$ cat src/rtl/ksd_pkg.sv
`timescale 1ns / 1ps
// ----------------------------------------------------------------------------
// ksd_pkg: shared constants for the koch segment subdivider
// widths of the datapath, register indexes and configuration reset values
// ----------------------------------------------------------------------------
package ksd_pkg;

  // coordinate and datapath widths
  localparam int PT_W   = 32;              // q16.16 coordinate
  localparam int DIFF_W = PT_W + 1;        // exact coordinate difference
  localparam int COEF_W = 17;              // q0.16 zero-extended or q1.14 sign-extended
  localparam int PROD_W = DIFF_W + COEF_W; // full product
  localparam int ACC_W  = PROD_W + 1;      // sum of two products
  localparam int SUM_W  = ACC_W + 1;       // base plus shifted term

  // configuration port
  localparam int CFG_IDX_W  = 2;
  localparam int CFG_DATA_W = 16;
  localparam int SIDES_W    = 6;
  localparam int FAC_W      = 16;
  localparam int ROT_W      = 16;

  typedef enum logic [CFG_IDX_W-1:0] {
    REG_SIDES  = 2'd0,
    REG_FACTOR = 2'd1,
    REG_COS    = 2'd2,
    REG_SIN    = 2'd3
  } reg_idx_e;

  // reset values of the configuration registers
  localparam logic [SIDES_W-1:0] SIDES_RST  = 6'd3;
  localparam logic [FAC_W-1:0]   FACTOR_RST = 16'd21845;
  localparam logic [ROT_W-1:0]   COS_RST    = 16'd8192;
  localparam logic [ROT_W-1:0]   SIN_RST    = 16'hC893;  // -14189

  // shift applied to the product sum
  localparam int SPLIT_SHIFT = 16;
  localparam int ROT_SHIFT   = 14;

  localparam int MAX_SIDES_DEF = 32;

  // clamp to the signed 32-bit range
  function automatic logic signed [PT_W-1:0] sat_pt(input logic signed [SUM_W-1:0] v);
    logic signed [SUM_W-1:0] hi;
    logic signed [SUM_W-1:0] lo;
    hi = SUM_W'(signed'({1'b0, {(PT_W-1){1'b1}}}));
    lo = SUM_W'(signed'({1'b1, {(PT_W-1){1'b0}}}));
    if (v > hi) begin
      sat_pt = hi[PT_W-1:0];
    end else if (v < lo) begin
      sat_pt = lo[PT_W-1:0];
    end else begin
      sat_pt = v[PT_W-1:0];
    end
  endfunction

endpackage

$ cat src/rtl/koch_segment_subdivider.sv
`timescale 1ns / 1ps
// the first point is offered once its segment is accepted and its step leaves write
// each point has its own step, and a step stalls in write while the output is full;
//   one extra step computes the far split point, which is not emitted
// steps are paced by the single shared 33x17 multiplier, four products per point
// a new segment is taken while the last point still waits in the output register
// reset: configuration returns to its defaults, sequencer idle, no point pending
// ----------------------------------------------------------------------------
// koch_segment_subdivider: iterative koch bump generator
// for each segment A->B emits the n interior points of a bump, computed by
// one shared multiply-accumulate unit under a small one-hot sequencer
// ----------------------------------------------------------------------------
module koch_segment_subdivider
  import ksd_pkg::*;
#(
  parameter int MAX_SIDES = MAX_SIDES_DEF
) (
  input  logic                  clk_i,
  input  logic                  rst_ni,
  // configuration writes
  input  logic                  cfg_valid_i,
  output logic                  cfg_ready_o,
  input  logic [CFG_IDX_W-1:0]  cfg_index_i,
  input  logic [CFG_DATA_W-1:0] cfg_data_i,
  // segment words
  input  logic                  s_axis_tvalid,
  output logic                  s_axis_tready,
  input  logic [4*PT_W-1:0]     s_axis_tdata,   // start_x, start_y, end_x, end_y
  // point words
  output logic                  m_axis_tvalid,
  input  logic                  m_axis_tready,
  output logic [2*PT_W-1:0]     m_axis_tdata,   // point_x, point_y
  output logic                  m_axis_tlast    // last point of the segment
);

  // step counter holds 0 .. MAX_SIDES
  localparam int NW   = $clog2(MAX_SIDES + 1);
  localparam int CMPW = (NW > SIDES_W) ? NW : SIDES_W;

  // one step = diff, four multiplies, one accumulate, final add, write
  typedef enum logic [8:0] {
    S_IDLE = 9'b000000001,
    S_DIFF = 9'b000000010,
    S_M0   = 9'b000000100,
    S_M1   = 9'b000001000,
    S_M2   = 9'b000010000,
    S_M3   = 9'b000100000,
    S_ACC  = 9'b001000000,
    S_FIN  = 9'b010000000,
    S_WR   = 9'b100000000
  } st_e;

  st_e st_q, st_d;

  // configuration registers
  logic [SIDES_W-1:0]      sides_q;
  logic [FAC_W-1:0]        fac_q;
  logic signed [ROT_W-1:0] cos_q;
  logic signed [ROT_W-1:0] sin_q;

  // segment endpoints
  logic signed [PT_W-1:0] ax_q, ay_q, bx_q, by_q;
  // chain points: cur is q(k), prev is q(k-1)
  logic signed [PT_W-1:0] cur_x_q, cur_y_q, prev_x_q, prev_y_q;
  // new point under construction
  logic signed [PT_W-1:0] new_x_q, new_y_q;
  // operands of the current step
  logic signed [PT_W-1:0]   base_x_q, base_y_q;
  logic signed [DIFF_W-1:0] dx_q, dy_q;
  // mac unit
  logic signed [PROD_W-1:0] prod_q;
  logic signed [ACC_W-1:0]  acc_q;

  logic [NW-1:0] step_q;
  logic [NW-1:0] n_q;

  // output register
  logic                   out_valid_q;
  logic signed [PT_W-1:0] out_x_q, out_y_q;
  logic                   out_last_q;

  logic in_acc;
  assign s_axis_tready = (st_q == S_IDLE);
  assign in_acc        = s_axis_tvalid & s_axis_tready;
  assign cfg_ready_o   = 1'b1;

  // clamp sides into 2 .. MAX_SIDES
  logic [CMPW-1:0] sides_ext, n_clamp;
  assign sides_ext = CMPW'(sides_q);
  assign n_clamp   = (sides_ext < CMPW'(2)) ? CMPW'(2) :
                     (sides_ext > CMPW'(MAX_SIDES)) ? CMPW'(MAX_SIDES) : sides_ext;

  // the first two steps are the split points, the rest rotations
  logic split_step, far_step, last_step;
  assign split_step = (step_q < NW'(2));
  assign far_step   = (step_q == NW'(1));
  assign last_step  = (step_q == n_q);

  // coefficients: split uses (factor, 0), rotation uses (cos, sin)
  logic signed [COEF_W-1:0] coef_c, coef_s;
  assign coef_c = split_step ? signed'({1'b0, fac_q}) : COEF_W'(cos_q);
  assign coef_s = split_step ? '0 : COEF_W'(sin_q);

  // shared multiplier operand selection
  logic signed [DIFF_W-1:0] mul_a;
  logic signed [COEF_W-1:0] mul_b;
  logic signed [PROD_W-1:0] prod;
  always_comb begin
    mul_a = dx_q;
    mul_b = coef_c;
    case (st_q)
      S_M0: begin mul_a = dx_q; mul_b = coef_c; end  // c*dx
      S_M1: begin mul_a = dy_q; mul_b = coef_s; end  // s*dy
      S_M2: begin mul_a = dx_q; mul_b = coef_s; end  // s*dx
      S_M3: begin mul_a = dy_q; mul_b = coef_c; end  // c*dy
      default: begin mul_a = dx_q; mul_b = coef_c; end
    endcase
  end
  assign prod = mul_a * mul_b;

  // final add: base plus floor-shifted sum, saturated
  logic signed [ACC_W-1:0]  term;
  logic signed [PT_W-1:0]   fin_base;
  logic signed [SUM_W-1:0]  fin_sum;
  logic signed [PT_W-1:0]   fin_pt;
  assign term     = split_step ? (acc_q >>> SPLIT_SHIFT) : (acc_q >>> ROT_SHIFT);
  assign fin_base = (st_q == S_FIN) ? base_y_q : base_x_q;
  assign fin_sum  = SUM_W'(fin_base) + SUM_W'(term);
  assign fin_pt   = sat_pt(fin_sum);

  // step operands: q1 from A toward B, far point from B toward A, then chain
  logic signed [PT_W-1:0] op_bx, op_by, op_fx, op_fy;
  always_comb begin
    if (step_q == '0) begin
      op_bx = ax_q; op_by = ay_q; op_fx = bx_q; op_fy = by_q;
    end else if (far_step) begin
      op_bx = bx_q; op_by = by_q; op_fx = ax_q; op_fy = ay_q;
    end else begin
      op_bx = cur_x_q; op_by = cur_y_q; op_fx = prev_x_q; op_fy = prev_y_q;
    end
  end

  // write stage waits for the output slot, the far point needs none
  logic emit, wr_go, out_load;
  assign emit     = !far_step;
  assign wr_go    = !emit || !out_valid_q || m_axis_tready;
  assign out_load = (st_q == S_WR) && emit && wr_go;

  // sequencer
  always_comb begin
    st_d = st_q;
    case (st_q)
      S_IDLE: if (in_acc) st_d = S_DIFF;
      S_DIFF: st_d = S_M0;
      S_M0:   st_d = S_M1;
      S_M1:   st_d = S_M2;
      S_M2:   st_d = S_M3;
      S_M3:   st_d = S_ACC;
      S_ACC:  st_d = S_FIN;
      S_FIN:  st_d = S_WR;
      S_WR: begin
        if (wr_go) st_d = last_step ? S_IDLE : S_DIFF;
      end
      default: st_d = S_IDLE;
    endcase
  end

  // control state
  always_ff @(posedge clk_i or negedge rst_ni) begin
    if (!rst_ni) begin
      st_q        <= S_IDLE;
      step_q      <= '0;
      n_q         <= NW'(2);
      out_valid_q <= 1'b0;
      sides_q     <= SIDES_RST;
      fac_q       <= FACTOR_RST;
      cos_q       <= COS_RST;
      sin_q       <= SIN_RST;
    end else begin
      st_q <= st_d;
      if (in_acc) begin
        step_q <= '0;
        n_q    <= n_clamp[NW-1:0];
      end else if (st_q == S_WR && wr_go && !last_step) begin
        step_q <= step_q + NW'(1);
      end
      if (out_load) begin
        out_valid_q <= 1'b1;
      end else if (m_axis_tready) begin
        out_valid_q <= 1'b0;
      end
      if (cfg_valid_i) begin
        case (cfg_index_i)
          REG_SIDES:  sides_q <= cfg_data_i[SIDES_W-1:0];
          REG_FACTOR: fac_q   <= cfg_data_i[FAC_W-1:0];
          REG_COS:    cos_q   <= cfg_data_i[ROT_W-1:0];
          REG_SIN:    sin_q   <= cfg_data_i[ROT_W-1:0];
          default: ;
        endcase
      end
    end
  end

  // datapath
  always_ff @(posedge clk_i) begin
    if (in_acc) begin
      ax_q <= s_axis_tdata[0*PT_W +: PT_W];
      ay_q <= s_axis_tdata[1*PT_W +: PT_W];
      bx_q <= s_axis_tdata[2*PT_W +: PT_W];
      by_q <= s_axis_tdata[3*PT_W +: PT_W];
    end
    case (st_q)
      S_DIFF: begin
        base_x_q <= op_bx;
        base_y_q <= op_by;
        dx_q     <= DIFF_W'(op_fx) - DIFF_W'(op_bx);
        dy_q     <= DIFF_W'(op_fy) - DIFF_W'(op_by);
      end
      S_M0: prod_q <= prod;
      S_M1: begin
        acc_q  <= ACC_W'(prod_q);
        prod_q <= prod;
      end
      S_M2: begin
        acc_q  <= acc_q - ACC_W'(prod_q);   // c*dx - s*dy
        prod_q <= prod;
      end
      S_M3: begin
        new_x_q <= fin_pt;
        acc_q   <= ACC_W'(prod_q);
        prod_q  <= prod;
      end
      S_ACC: acc_q <= acc_q + ACC_W'(prod_q);  // s*dx + c*dy
      S_FIN: new_y_q <= fin_pt;
      S_WR: begin
        if (wr_go) begin
          if (step_q == '0) begin
            cur_x_q <= new_x_q;
            cur_y_q <= new_y_q;
          end else if (far_step) begin
            prev_x_q <= new_x_q;
            prev_y_q <= new_y_q;
          end else begin
            prev_x_q <= cur_x_q;
            prev_y_q <= cur_y_q;
            cur_x_q  <= new_x_q;
            cur_y_q  <= new_y_q;
          end
        end
      end
      default: ;
    endcase
    if (out_load) begin
      out_x_q    <= new_x_q;
      out_y_q    <= new_y_q;
      out_last_q <= last_step;
    end
  end

  assign m_axis_tvalid = out_valid_q;
  assign m_axis_tdata  = {out_y_q, out_x_q};
  assign m_axis_tlast  = out_last_q;

  // step counter never passes the side count of the running segment
  a_step_bound: assert property (@(posedge clk_i) disable iff (!rst_ni)
    (st_q != S_IDLE) |-> (step_q <= n_q))
    else $error("step counter beyond side count");

  // latched side count stays in the clamped range
  a_n_range: assert property (@(posedge clk_i) disable iff (!rst_ni)
    (n_q >= NW'(2)) && (n_q <= NW'(MAX_SIDES)))
    else $error("side count out of range");

  // an accepted segment starts at step zero
  a_start: assert property (@(posedge clk_i) disable iff (!rst_ni)
    in_acc |=> (st_q == S_DIFF) && (step_q == '0))
    else $error("segment did not start at first step");

  // writing the last point returns to idle with a point pending
  a_finish: assert property (@(posedge clk_i) disable iff (!rst_ni)
    (st_q == S_WR && wr_go && last_step) |=> (st_q == S_IDLE) && out_valid_q && m_axis_tlast)
    else $error("last point did not end the segment");

endmodule

$ cat config.mk
export PLATFORM = sky130hd
export DESIGN_NAME = koch_segment_subdivider
export DESIGN_NICKNAME = d
export VERILOG_FILES = /design/src/rtl/ksd_pkg.sv /design/src/rtl/koch_segment_subdivider.sv
export SDC_FILE = /design/constraint.sdc
export NUM_CORES = 2
export LEC_CHECK = 0
export ABC_AREA = 1
export BUFFER_PORTS_ARGS = -buffer_cell sky130_fd_sc_hd__buf_2
export CAP_MARGIN = 20
export CORE_ASPECT_RATIO = 0.9
export CORE_MARGIN = 4
export CORE_UTILIZATION = 40
export DETAILED_ROUTE_END_ITERATION = 10
export GPL_TIMING_DRIVEN = 0
export PLACE_DENSITY = 0.59
export SLEW_MARGIN = 5
export SYNTH_ARGS = -nofsm -noshare
export SYNTH_HDL_FRONTEND = slang
export SYNTH_SLANG_ARGS = --single-unit
$ cat constraint.sdc
create_clock -name clk_i -period 23.9 [get_ports clk_i]
set_input_delay 3.585 -clock clk_i [delete_from_list [all_inputs] [get_ports clk_i]]
set_output_delay 3.585 -clock clk_i [all_outputs]
set_load 0.05 [all_outputs]
== Yosys cells after proc, flatten, opt, wreduce, memory -nomap -nowiden ==
Index checks and enable logic that the tools add are counted.
Widths: inputs -> output; s select.
Storage, ports and cells
  flip-flop bits (word level): 692
  bits of input ports: 151
  output and inout port bits: 68
Cells by class
  $add $sub $neg: 6
  multiply operators: 1
  $lt $le $gt $ge: 5
  equal/unequal tests: 17
  multiplexer cells: 33
  bitwise operators: 2
  reductions and logical operators: 24
Operator list (count)
  $mux 32: 17
  $pmux 51 s3: 1
  $pmux 9 s9: 1
  $sub 32x32->33: 2
  $add 51x50->51: 1
  $mux 17: 3
  $sub 51x50->51: 1
  $mul 33x17->50: 1
  $add 32x37->38: 1
  $gt 38x32->1 const B: 1
  $lt 38x32->1 const B: 1
  $mux 36: 1
  $mux 33: 1
  $mux 6: 4
  $mux 9: 2
  $lt 6x2->1 const B: 2
  $reduce_and 2->1: 5
  $eq 9x1->1 const B: 1
  $eq 9x2->1 const B: 1
  $eq 9x3->1 const B: 1
  $eq 9x4->1 const B: 1
  $eq 9x5->1 const B: 1
  $eq 9x6->1 const B: 1
  $eq 9x7->1 const B: 1
  other kinds (24): 36

== Depth between registers and ports, before layout ==
  depth in word-level cells: 7
  mapped depth: 38

== Least setup slack after synthesis ==
No wires, ideal clock.
  path type: register to register
  start: register st_q[5]
  end: register base_x_q[0], enable pin
  arrival time: 9.697 ns
  data required time: 23.119 ns
  setup slack: 13.422 ns
  cell stages (with the launch flop): 6
  buffers on the path: 0
  period minus slack after synthesis: 10.478 ns
  path through: dfrtp_1 nor2_1 nand2_1 inv_1 nand3_1 nor3_1
On the way
  longest elaborated chain between the ends: 1
Ends and longest elaborated chain
  from (decl): RTL line koch_segment_subdivider.sv:53  | st_e st_q, st_d;
  from (signal assigned): RTL line koch_segment_subdivider.sv:180  | st_q <= st_d;
  $eq 9x2->1: RTL line koch_segment_subdivider.sv:212  | case (st_q)
  to (signal assigned): RTL line koch_segment_subdivider.sv:214  | base_x_q <= op_bx;
  to (decl): RTL line koch_segment_subdivider.sv:68  | logic signed [PT_W-1:0] base_x_q, base_y_q;
Every way passes these cells.
A chain may end at the register's enable or synchronous reset.

== Final worst setup path ==
  start: register st_q[7]
  end: register prod_q[49], data pin
On the way
  longest elaborated chain between the ends: 4
  elaborated cells between the ends (all ways): 8
Ends and longest elaborated chain
  $eq 9x6->1 (tied with other cells): RTL line koch_segment_subdivider.sv:111  | case (st_q)
  $reduce_or 2->1 (no line)
  $mux 33 or $mux 17 (tied branches): RTL line koch_segment_subdivider.sv:111
  $mul 33x17->50 (*): RTL line koch_segment_subdivider.sv:119  | assign prod = mul_a * mul_b;
  net prod[49]: RTL line koch_segment_subdivider.sv:107  | logic signed [PROD_W-1:0] prod;
  to (signal assigned): RTL line koch_segment_subdivider.sv:219  | S_M0: prod_q <= prod;
  to (signal assigned): RTL line koch_segment_subdivider.sv:222  | prod_q <= prod;
  to (signal assigned): RTL line koch_segment_subdivider.sv:226  | prod_q <= prod;
  to (decl): RTL line koch_segment_subdivider.sv:71  | logic signed [PROD_W-1:0] prod_q;
Mark *: on every way through the listed nets, which the timed path passes. The rest lies on a longest branch.

==> qor.yml <==
status: "finished, final reports clean"
crit_type: "register to register"
min_from: "new_y_q[28]$_DFFE_PP_"
synth_cells: 6537
grt_max_degree: 96
cts.sinks: 692
max_clock_freq_ghz: 0.1114
cts_root_buf: "clkbuf_16"
final_area_um2: 63870
grt_first_pass_wirelength_um: 297700
critical_path.max_stage_delay_ps: 650
grt_use_total_pct: 26.87
cp-end-kind: "register"
r2r_start: "st_q[7]$_DFFE_PN0P_"
ys_ff_latch: 692
viasPerCell: 5.395
min_path_type: "register to register"
cts_tree: "yes"
routed.top_layer: "met5"
antenna_found_initial: 17
drive_gt1_share_pct: 7.535
ios: 219
vias: 47360
grt_pass1_vias: 46470
worstMarginPinSlew_ps: 1230
start_kind: "register"
yosys_warnings: 0
die_area_um2: 149300
drcViolationCount: 0
finalCriticalPeriod_ps: 8975
fill_cells: 14040
setup_tns_ps: 0
io_buffers: 217
dr_wl_met2_um: 87050
die_y_um: 367.0
wire_per_inst_um: 23.07
rows: 131
synth-async-reset-ratio_pct: 10.98
synthToLayoutAreaGrowth_pct: 11.49
worst-r2r-cell-count: 30
cts_setup_buffers: 0
critical-path-slowest-cell: "nor2_2"
grt_setup_unrepaired: "no"
netlist_area_um2: 57290
synth_edf_count: 616
yosysSeqAreaShare_pct: 35.65
clock_latency_ps: 710
ys_types: 54
setup_viol: 0
nets: 7818
grt-ovfl-total: 0
start_util_pct: 40.36
clock_path_buffers: 3
antenna_left: 0
synth.avg_cell_area_um2: 8.763
wl_met1_um: 88550
crit_required_ps: 24320
hold_path_depth: 0
place_ws_ps: 15050
synth_flop_cell: "edfxtp_1"
cts_max_level: 3
setup_slack_ps: 14920
cts_hold_buf: 0
cts.clk_slew.worst_paths_ps: 60
dieWidth_um: 406.9
met3_length_um: 20920
crit_fanout: 10
routed_wl_um: 202500
finalHoldViolations: 0
place_area_um2: 61140
firstDrtPassIters: 7
arrival_ps: 9400
synth.net_count: 7500
cts_resized: 0
hpwl_um: 168000
finalCritPeriodShare_pct: 37.55
crit_path_start: "st_q[7]$_DFFE_PN0P_"
cap_violations: 0
numCtsBuffers: 75
slew_violations: 0
coreArea_um2: 141900
maxSlewHeadroom_pct: 17.98
drtIter0Drc: 5742
gp_congestion: 0.9887
fin_skew_ps: 81.58
timing.hold.ws_ps: 469.1
==> per-stage QoR <==
stage / std cells / utilization (%)
after floorplan: 6537 / -
after global placement: 8616 / 42.76
after detailed placement: 8640 / 43.08
after CTS: 8776 / 44.99
after global routing: 8776 / 44.99
final: 8778 / 45.00
==> final timing paths <==
check                                             end  slack [ps]
min in group asynchronous        cos_q[9]$_DFFE_PN0P_        2750
max in group asynchronous         st_q[0]$_DFFE_PN1P_       20500
worst max register to register   prod_q[49]$_DFFE_PP_       14920
worst max-delay path             prod_q[49]$_DFFE_PP_       14920
worst min-delay path            out_y_q[28]$_DFFE_PP_         470
worst min register to register  out_y_q[28]$_DFFE_PP_         470
==> cells in the final DEF, fill, tap and decap left out, types with 9 or more instances in the layout <==
master     count
a21o_1        21
inv_2         13
clkbuf_1     103
a21oi_1      240
dfrtp_1       56
a21boi_0      18
nor3_1        46
xnor2_1       78
inv_1       1035
ha_1         272
dfstp_2       20
o21bai_1      26
mux2i_1       14
clkbuf_16     75
nand3_1      169
nor2_1       774
clkinv_1      12
clkinv_2      12
or2_2         10
o21a_1        71
a22oi_1       62
a31oi_1       28
nor2_4         9
edfxtp_1     616
o21ai_0      402
buf_2        281
nand2_1     1537
buf_1         10
nand4_1       45
nor4_1        30
fa_1         540
o21ai_1       11
xor2_1       133
o211ai_1      15
buf_4         25
bufinv_16     14
==> synth_stat cells, types with 3 or more instances <==
cell | instances | area (um^2)
xor2_1 | 133 | 1165
dfrtp_1 | 56 | 1401
dfstp_2 | 20 | 525.5
a22oi_1 | 62 | 465.5
nand3_1 | 171 | 855.8
o21ai_1 | 11 | 55.05
clkbuf_1 | 96 | 360.4
and2_1 | 3 | 18.77
edfxtp_1 | 616 | 18500
a21oi_1 | 240 | 1201
o21a_1 | 71 | 533.0
or2_2 | 10 | 62.56
nand4_1 | 45 | 281.5
buf_4 | 17 | 127.6
ha_1 | 272 | 3403
inv_2 | 12 | 45.04
clkinv_1 | 6 | 22.52
nor2_2 | 4 | 25.02
o21ai_0 | 402 | 2012
o221ai_1 | 3 | 26.28
buf_1 | 10 | 37.54
nand2_1 | 1537 | 5769
nor2_4 | 6 | 67.56
a31oi_1 | 28 | 175.2
xnor2_1 | 78 | 683.2
a21boi_0 | 18 | 135.1
fa_1 | 540 | 10810
nor2_1 | 777 | 2917
nand3b_1 | 6 | 45.04
o21ai_2 | 6 | 52.55
a211oi_1 | 3 | 22.52
nor4_1 | 30 | 187.7
nor3_1 | 47 | 235.2
mux2i_1 | 14 | 140.1
a21o_1 | 21 | 157.7
and3_1 | 5 | 31.28
o21bai_1 | 26 | 195.2
o211ai_1 | 15 | 112.6
inv_1 | 1036 | 3889
buf_2 | 65 | 325.3
==> critical path, delay by kind of cell, from the launching register on <==
family	cells	cell delay [ps]
AND/OR/NAND/NOR	13	2970
flip-flops	1	390
buffers and inverters	7	1170
XOR/XNOR	1	90
AO/OA/AOI/OAI	2	760
adder cells (fa/ha/maj)	7	3290
==> sequential cells by signal (all words and copies together) (netlist names), 9 cells and up <==
signal    count
by_q         32
bx_q         32
sin_q        16
cos_q        16
cur_x_q      32
prev_x_q     32
base_y_q     32
out_x_q      32
new_y_q      32
dx_q         33
ax_q         32
cur_y_q      32
prev_y_q     32
acc_q        51
base_x_q     32
prod_q       50
fac_q        16
out_y_q      32
new_x_q      32
ay_q         32
dy_q         33
st_q          9
==> layout make-up <==
class	instances	area, um^2	area share (%)
Multi-Input combinational cell	4601	32080	50.22
Sequential cell	692	20420	31.98
Inverter	1054	3961	6.202
Tap cell	1862	2330	3.648
Clock buffer	87	1962	3.072
Timing Repair Buffer	241	1474	2.308
Buffer	190	877.1	1.373
Clock inverter	49	759.5	1.189
Antenna cell	2	5.005	0.007836
==> logic make-up (layout without fill, tap and decap cells) <==
family                     count (synthesis)  count (layout)  share of synthesized area (%)
and+or+nand+nor                         2643            2643                          18.36
buffers and inverters                   1244            1621                          8.431
AOI/OAI and AO/OA                        920             920                          9.269
adders and majority gates                812             812                          24.81
DFF                                      692             692                          35.65
xor gates and xnor gates                 211             211                          3.226
muxes                                     14              14                         0.2446
other                                      1               3                       0.006546
==> metal layers <==
metal | up-vias | track usage (%)
met4 | 12 | 7.411
met1 | 23090 | 39.33
met5 | - | 0
li1 | 21570 | -
met3 | 347 | 5.844
met2 | 2335 | 40.18
Power is left out: the tool's default activity adds up to more than one toggle a clock period on the data nets, which glitch-free logic cannot reach.
